File: config.mk
export PLATFORM = sky130hd
export DESIGN_NAME = prefix_varint_pair_decoder
export DESIGN_NICKNAME = d
export VERILOG_FILES = /design/src/rtl/pvpd_pkg.sv /design/src/rtl/pvpd_decode.sv /design/src/rtl/pvpd_out_queue.sv /design/src/rtl/prefix_varint_pair_decoder.sv
export SDC_FILE = /design/constraint.sdc
export NUM_CORES = 1
export LEC_CHECK = 0
export BUFFER_PORTS_ARGS = -buffer_cell sky130_fd_sc_hd__buf_2
export CORE_ASPECT_RATIO = 0.8
export CORE_MARGIN = 1
export CORE_UTILIZATION = 55
export CTS_BUF_LIST = sky130_fd_sc_hd__clkbuf_4
export CTS_CLUSTER_SIZE = 14
export DETAILED_ROUTE_END_ITERATION = 8
export MAX_ROUTING_LAYER = met4
export PLACE_DENSITY = 0.73
export SYNTH_ARGS = -nofsm -noshare
export SYNTH_HDL_FRONTEND = slang
export SYNTH_SLANG_ARGS = --single-unit
File: constraint.sdc
create_clock -name aclk -period 10.13 [get_ports aclk]
set_input_delay 1.013 -clock aclk [delete_from_list [all_inputs] [get_ports aclk]]
set_output_delay 1.013 -clock aclk [all_outputs]
set_load 0.02 [all_outputs]
File: src/rtl/pvpd_pkg.sv
// Package for the prefix varint pair decoder: payload structs, header codes
// and the result queue size. No dependencies.
package pvpd_pkg;

    // Input transaction: one byte of the encoded stream
    typedef struct packed {
        logic [7:0] data_byte;
        logic       stream_end;
    } pvpd_in_t;

    // Result transaction
    typedef struct packed {
        logic [63:0] decoded_value;
        logic        last_in_run;
        logic        truncated;
    } pvpd_out_t;

    // Decode of one byte against the held state
    typedef struct packed {
        logic [1:0]  res_count;
        pvpd_out_t   res0;
        pvpd_out_t   res1;
        logic [63:0] partial_next;
        logic [3:0]  left_next;
    } pvpd_dec_t;

    // Header masks and match codes
    localparam logic [7:0] HDR_MASK_1 = 8'h80;
    localparam logic [7:0] HDR_MASK_2 = 8'hC0;
    localparam logic [7:0] HDR_MASK_3 = 8'hE0;
    localparam logic [7:0] HDR_MASK_4 = 8'hF0;
    localparam logic [7:0] HDR_MASK_5 = 8'hF8;
    localparam logic [7:0] HDR_MASK_6 = 8'hFC;
    localparam logic [7:0] HDR_MASK_7 = 8'hFE;
    localparam logic [7:0] HDR_PAIR   = 8'h80;
    localparam logic [7:0] HDR_CONT1  = 8'hC0;
    localparam logic [7:0] HDR_CONT2  = 8'hE0;
    localparam logic [7:0] HDR_CONT3  = 8'hF0;
    localparam logic [7:0] HDR_CONT4  = 8'hF8;
    localparam logic [7:0] HDR_CONT5  = 8'hFC;
    localparam logic [7:0] HDR_CONT6  = 8'hFE;

    // Continuation byte counts per header form
    localparam logic [3:0] LEFT_CONT1 = 4'd1;
    localparam logic [3:0] LEFT_CONT2 = 4'd2;
    localparam logic [3:0] LEFT_CONT3 = 4'd3;
    localparam logic [3:0] LEFT_CONT4 = 4'd4;
    localparam logic [3:0] LEFT_CONT5 = 4'd5;
    localparam logic [3:0] LEFT_CONT6 = 4'd6;
    localparam logic [3:0] LEFT_CONT8 = 4'd8;

    // Result queue depth: room for two results of one byte plus drain slack
    localparam int unsigned QDEPTH = 4;
    localparam int unsigned QPTR_W = $clog2(QDEPTH);
    localparam int unsigned QCNT_W = $clog2(QDEPTH + 1);

endpackage

File: src/rtl/pvpd_decode.sv
// Combinational decode of one stream byte against the partial value state.
// Depends on pvpd_pkg.
module pvpd_decode
    import pvpd_pkg::*;
(
    input  pvpd_in_t    in_data,
    input  logic [63:0] partial_value,
    input  logic [3:0]  bytes_left,
    output pvpd_dec_t   dec
);

    logic [7:0]  b;
    logic [63:0] shifted;
    logic [3:0]  left_dec;

    assign b        = in_data.data_byte;
    assign shifted  = {partial_value[55:0], b};
    assign left_dec = bytes_left - 4'd1;

    // Header / continuation decode, then truncation override
    always_comb begin
        dec = '0;
        dec.partial_next = partial_value;
        dec.left_next    = bytes_left;

        if (bytes_left != 4'd0) begin
            dec.partial_next = shifted;
            dec.left_next    = left_dec;
            if (left_dec == 4'd0) begin
                dec.res_count          = 2'd1;
                dec.res0.decoded_value = shifted;
                dec.res0.last_in_run   = 1'b1;
                dec.partial_next       = '0;
            end
        end else if ((b & HDR_MASK_1) == 8'h00) begin
            dec.res_count          = 2'd1;
            dec.res0.decoded_value = {56'd0, b};
            dec.res0.last_in_run   = 1'b1;
        end else if ((b & HDR_MASK_2) == HDR_PAIR) begin
            dec.res_count          = 2'd2;
            dec.res0.decoded_value = {61'd0, b[5:3]};
            dec.res1.decoded_value = {61'd0, b[2:0]};
            dec.res1.last_in_run   = 1'b1;
        end else if ((b & HDR_MASK_3) == HDR_CONT1) begin
            dec.partial_next = {59'd0, b[4:0]};
            dec.left_next    = LEFT_CONT1;
        end else if ((b & HDR_MASK_4) == HDR_CONT2) begin
            dec.partial_next = {60'd0, b[3:0]};
            dec.left_next    = LEFT_CONT2;
        end else if ((b & HDR_MASK_5) == HDR_CONT3) begin
            dec.partial_next = {61'd0, b[2:0]};
            dec.left_next    = LEFT_CONT3;
        end else if ((b & HDR_MASK_6) == HDR_CONT4) begin
            dec.partial_next = {62'd0, b[1:0]};
            dec.left_next    = LEFT_CONT4;
        end else if ((b & HDR_MASK_7) == HDR_CONT5) begin
            dec.partial_next = {63'd0, b[0]};
            dec.left_next    = LEFT_CONT5;
        end else if (b == HDR_CONT6) begin
            dec.partial_next = '0;
            dec.left_next    = LEFT_CONT6;
        end else begin
            dec.partial_next = '0;
            dec.left_next    = LEFT_CONT8;
        end

        // Stream ends with bytes still due: no other result in these cases
        if (in_data.stream_end && (dec.left_next != 4'd0)) begin
            dec.partial_next = '0;
            dec.left_next    = '0;
            dec.res_count    = 2'd1;
            dec.res0         = '0;
            dec.res0.last_in_run = 1'b1;
            dec.res0.truncated   = 1'b1;
        end
    end

endmodule

File: src/rtl/pvpd_out_queue.sv
// Small result queue: takes up to two results a cycle, hands out one
// while m_ready is high. Depends on pvpd_pkg.
module pvpd_out_queue
    import pvpd_pkg::*;
(
    input  logic      aclk,
    input  logic      aresetn,
    input  logic [1:0] push_count,
    input  pvpd_out_t push0,
    input  pvpd_out_t push1,
    output logic      room2,
    output logic      m_valid,
    input  logic      m_ready,
    output pvpd_out_t m_data
);

    pvpd_out_t         q_reg [QDEPTH];
    logic [QPTR_W-1:0] wr_ptr_reg, wr_ptr_next;
    logic [QPTR_W-1:0] rd_ptr_reg, rd_ptr_next;
    logic [QCNT_W-1:0] count_reg, count_next;
    logic [QPTR_W-1:0] wr_ptr_p1;
    logic              pop;

    assign m_valid   = (count_reg != '0);
    assign m_data    = q_reg[rd_ptr_reg];
    assign pop       = m_valid && m_ready;
    assign room2     = (count_reg <= QCNT_W'(QDEPTH - 2));
    assign wr_ptr_p1 = wr_ptr_reg + QPTR_W'(1);

    // Pointer and fill count update
    always_comb begin
        wr_ptr_next = wr_ptr_reg + QPTR_W'(push_count);
        rd_ptr_next = pop ? rd_ptr_reg + QPTR_W'(1) : rd_ptr_reg;
        count_next  = count_reg + QCNT_W'(push_count) - QCNT_W'(pop);
    end

    always_ff @(posedge aclk) begin
        if (!aresetn) begin
            wr_ptr_reg <= '0;
            rd_ptr_reg <= '0;
            count_reg  <= '0;
        end else begin
            wr_ptr_reg <= wr_ptr_next;
            rd_ptr_reg <= rd_ptr_next;
            count_reg  <= count_next;
        end
    end

    // Entry storage
    always_ff @(posedge aclk) begin
        if (push_count != 2'd0) begin
            q_reg[wr_ptr_reg] <= push0;
        end
        if (push_count == 2'd2) begin
            q_reg[wr_ptr_p1] <= push1;
        end
    end

`ifndef SYNTHESIS
    a_count_bound: assert property (@(posedge aclk) disable iff (!aresetn)
        count_reg <= QCNT_W'(QDEPTH))
        else $error("result queue overfilled");

    a_no_overrun: assert property (@(posedge aclk) disable iff (!aresetn)
        (push_count != 2'd0) |-> (count_reg <= QCNT_W'(QDEPTH - 2)))
        else $error("push without room for a full byte's results");

    a_stall_holds: assert property (@(posedge aclk) disable iff (!aresetn)
        (m_valid && !m_ready) |=> m_valid)
        else $error("pending result lost while stalled");
`endif

endmodule

File: src/rtl/prefix_varint_pair_decoder.sv
// Top level of the prefix varint pair decoder: input register, byte decode,
// state registers and result queue. Depends on pvpd_pkg, pvpd_decode, pvpd_out_queue.
//
//  Channel  Ports                         Transaction
//  input    s_valid s_ready s_data        one stream byte plus end flag
//  result   m_valid m_ready m_data        one decoded value or truncation mark
//
// One byte is taken per cycle while the queue has room for two results. Each byte
// waits in the input register; its results then enter the queue and are offered.
// A pair header yields two results, so for such bytes the output port sets the rate.
// aresetn (synchronous) clears the stream state and empties the queue.
// A stalled output backs up into the 4-entry queue and then the input register.
module prefix_varint_pair_decoder
    import pvpd_pkg::*;
(
    input  logic      aclk,
    input  logic      aresetn,
    input  logic      s_valid,
    output logic      s_ready,
    input  pvpd_in_t  s_data,
    output logic      m_valid,
    input  logic      m_ready,
    output pvpd_out_t m_data
);

    logic        in_valid_reg, in_valid_next;
    pvpd_in_t    in_data_reg;
    logic [63:0] partial_reg, partial_next;
    logic [3:0]  left_reg, left_next;
    pvpd_dec_t   dec;
    logic        room2;
    logic        advance;
    logic [1:0]  push_count;

    // Handshake and pipeline advance
    assign advance    = in_valid_reg && room2;
    assign s_ready    = !in_valid_reg || advance;
    assign push_count = advance ? dec.res_count : 2'd0;

    always_comb begin
        in_valid_next = in_valid_reg;
        if (s_valid && s_ready) begin
            in_valid_next = 1'b1;
        end else if (advance) begin
            in_valid_next = 1'b0;
        end
        partial_next = advance ? dec.partial_next : partial_reg;
        left_next    = advance ? dec.left_next : left_reg;
    end

    always_ff @(posedge aclk) begin
        if (!aresetn) begin
            in_valid_reg <= 1'b0;
            partial_reg  <= '0;
            left_reg     <= '0;
        end else begin
            in_valid_reg <= in_valid_next;
            partial_reg  <= partial_next;
            left_reg     <= left_next;
        end
    end

    // Input payload register
    always_ff @(posedge aclk) begin
        if (s_valid && s_ready) begin
            in_data_reg <= s_data;
        end
    end

    pvpd_decode u_decode (
        .in_data       (in_data_reg),
        .partial_value (partial_reg),
        .bytes_left    (left_reg),
        .dec           (dec)
    );

    pvpd_out_queue u_queue (
        .aclk       (aclk),
        .aresetn    (aresetn),
        .push_count (push_count),
        .push0      (dec.res0),
        .push1      (dec.res1),
        .room2      (room2),
        .m_valid    (m_valid),
        .m_ready    (m_ready),
        .m_data     (m_data)
    );

`ifndef SYNTHESIS
    a_left_range: assert property (@(posedge aclk) disable iff (!aresetn)
        left_reg <= LEFT_CONT8)
        else $error("continuation count out of range");

    a_trunc_zero: assert property (@(posedge aclk) disable iff (!aresetn)
        (m_valid && m_data.truncated) |->
            (m_data.decoded_value == 64'd0 && m_data.last_in_run))
        else $error("truncation result carries a value");

    a_pair_order: assert property (@(posedge aclk) disable iff (!aresetn)
        (push_count == 2'd2) |-> (!dec.res0.last_in_run && dec.res1.last_in_run))
        else $error("pair results out of order");
`endif

endmodule
==> out/qor.yml <==
status:
  status: "completed"
grt:
  grt_max_degree: 229
  grt_use_total_pct: 26.5
  grt_pass1_wl_mm: 50.9
  antenna_found_initial: 1
  overflow: 0
  grt_pass1_vias: 9349
synthesis:
  synth_top_family_by_area: "compound AO/OA/AOI/OAI gates"
  synthMuxAreaShare_pct: 11.1
  seq_area_frac_synth_pct: 53.2
  synth-main-ff-cell: "dfxtp_1"
  synth_top_area_share_pct: 47.5
  synthXorXnorAreaFrac_pct: 0.392
  yosys.area_share.adder_pct: 0.523
  synth_nets: 1030
  ys_ff_latch: 343
  synthTopCellsByArea: "dfxtp_1 (48%), a32o_1 (17%), mux4_2 (11%), edfxtp_1 (5.6%), a22o_1 (4.3%)"
  async_flop_share_pct: 0
  synth_compound_area_share_pct: 26.2
  synth_cell_types: 56
  synth_area_um2: 13400
  yosys.area_share.simple_pct: 3.86
  syn_area_per_cell_um2: 13.2
  ys_warn_count: 0
  syn_inst: 1012
  yosysTopAreaCell: "dfxtp_1"
  synth_edf_count: 25
clocking:
  clk_path_buf_depth: 3
  cts.clk_slew.worst_paths_ns: 0.06
  cts.sinks: 343
  ctsResizeCount: 0
  cts_buffers: 80
  cts_tree: "built"
  hold_buffers: 0
  cts_root_buf: "clkbuf_4"
  cts_setup_buffers: 0
  h-tree-depth: 3
  clk-insertion-delay-late_ns: 0.68
hold_path:
  hp-class: "flip-flop to flip-flop"
final_layout:
  syn_to_final_growth_pct: 9.53
  final_common_cell: "dfxtp_1"
  final_cell_mix: "dfxtp_1 (316), a32o_1 (231), clkbuf_4 (113)"
  fin_nets: 1087
  drive_gt1_share_pct: 27.1
  largest_reg_flops: 264
setup_path:
  start_kind: "flip-flop"
  critPathMaxFanout: 58
  crit_arrival_ns: 4.99
  critPathCaptureType: "flip-flop"
  critPathKind: "flip-flop to flip-flop"
  worstPathRequired_ns: 10.52
timing:
  setup_tns_ns: 0
  rsz0062_at_grt: "false"
  hold_violations: 0
  setup_ws_ns: 5.54
  fin_crit_ns: 4.59
  tightest_slew_ns: 1.12
  relSlewSlack_pct: 25.4
  setup_viol: 0
  clock.fmax_mhz: 218
  fin_crit_sh_pct: 45.4
  timing.final.max_slew_violations: 0
  clock_skew_ns: 0.0289
detailed_routing:
  drt_first_pass_iters: 5
  wl_per_cell_um: 22.0
  drt-total-wl_mm: 31.5
  ant_nets: 0
  via_per_inst: 6.76
  first_iter_violations: 922
  drc_errors: 0
  vias: 9652
floorplanning:
  die_w_um: 176
  num_rows: 50
  coreArea_um2: 23600
  die_h_um: 142
  die_area_um2: 25000
  start_util_pct: 56.6
  io_pins: 81
power_and_ir_drop:
  clkPwrFrac_pct: 35.1
  swShare_pct: 28.3
  power_switching_w: 0.000841
  pwr-share-seq_pct: 49.6
  p_int_w: 0.00213
  vdd_ir_drop_max_mv: 0.116
  leakagePower_nw: 5.29
  comb_power_share_pct: 15.3
  p_per_area_nw_per_um2: 203
placed_design:
  dp_hpwl_mm: 17.8
  gp_congestion: 0.869
  place.port_buffers: 80
  dp_slack_ns: 5.60
run:
  max_cap_violations: 0
==> worst max-delay path, stage by stage (launching register included) <==
cell and delay [ns]:
dfxtp_1 0.37, inv_1 0.10, ha_1 0.27, or3b_4 0.50, o311ai_4 0.39, a31oi_4 0.27
o31a_2 0.39, buf_4 0.36, a31oi_4 0.93, buf_4 0.53, inv_1 0.18
==> area by class of cell <==
type	instances	area, um^2
antenna	1	2.50
inverter	12	45.0
tap	312	390
multi-input combinational	539	5650
fill	1917	8980
clock inverter	15	90.1
timing repair buffer	93	510
sequential	343	7120
clock buffer	113	848
==> cell usage after synthesis, drive strengths merged, types with 2 or more instances <==
cell / n
a21boi: 8
a21o: 2
a21oi: 11
a22o: 65
a22oi: 3
a2bb2oi: 2
a31o: 2
a31oi: 7
a32o: 231
and2: 12
and3: 9
buf: 66
clkbuf: 52
dfxtp: 318
edfxtp: 25
ha: 4
inv: 12
mux4: 66
nand2: 15
nand2b: 8
nand3: 7
nand3b: 2
nand4: 4
nor2: 14
nor2b: 7
nor3: 2
nor3b: 3
o2111ai: 3
o21ai: 10
o2bb2ai: 16
o311ai: 2
o31a: 4
or2: 3
or3: 2
xnor2: 4
xor2: 2
==> logic make-up after synthesis <==
| logic type | after synthesis |
|---|---|
| AND/OR/NAND/NOR | 92 |
| AO/OA/AOI/OAI | 370 |
| flip-flops | 343 |
| buffers and inverters | 130 |
| XOR/XNOR | 6 |
| multiplexers | 66 |
| adder cells (fa/ha/maj) | 5 |
==> worst paths after layout <==
kind	start	to	slack [ns]	cells past startpoint
min reg2reg	u_queue.q_reg[2][6]	u_queue.q_reg[2][6]	0.46	1
max	left_reg[0]	u_queue.q_reg[3][2]	5.54	10
max reg2reg	left_reg[0]	u_queue.q_reg[3][2]	5.54	10
min	u_queue.q_reg[2][6]	u_queue.q_reg[2][6]	0.46	1
==> power groups by stage <==
stage | combinational, W | clock [W] | sequential (W)
global placement | 0.000453 | 0 | 0.00150
CTS | 0.000458 | 0.00107 | 0.00147
detailed placement | 0.000456 | 0 | 0.00150
global route | 0.000489 | 0.00114 | 0.00148
floorplan | 0.000386 | 0 | 0.00146
finish | 0.000454 | 0.00104 | 0.00147
==> through the flow <==
step / cell area [um^2] / hold slack (ns) / std cells / power [W] / utilization, %
after floorplan: 13400 / 0.427 / 1012 / 0.00185 / -
after CTS: 14700 / 0.457 / 1427 / 0.00300 / 62.0
final: 14700 / 0.460 / 1428 / 0.00297 / 62.0
after detailed placement: 13700 / 0.446 / 1299 / 0.00196 / 58.0
after global placement: 13700 / 0.440 / 1299 / 0.00196 / 58.0
after global routing: 14700 / 0.472 / 1428 / 0.00311 / 62.0
==> layer usage <==
metal  routed length [um]  global-route usage [%]  vias up
met4                  469                    8.17        0
li1                     -                       -     4365
met1                14800                    37.4     4892
met5                    0                       -        -
met3                 2040                    4.50       40
met2                14200                    38.9      355
Power figures use the tool's default switching activity.
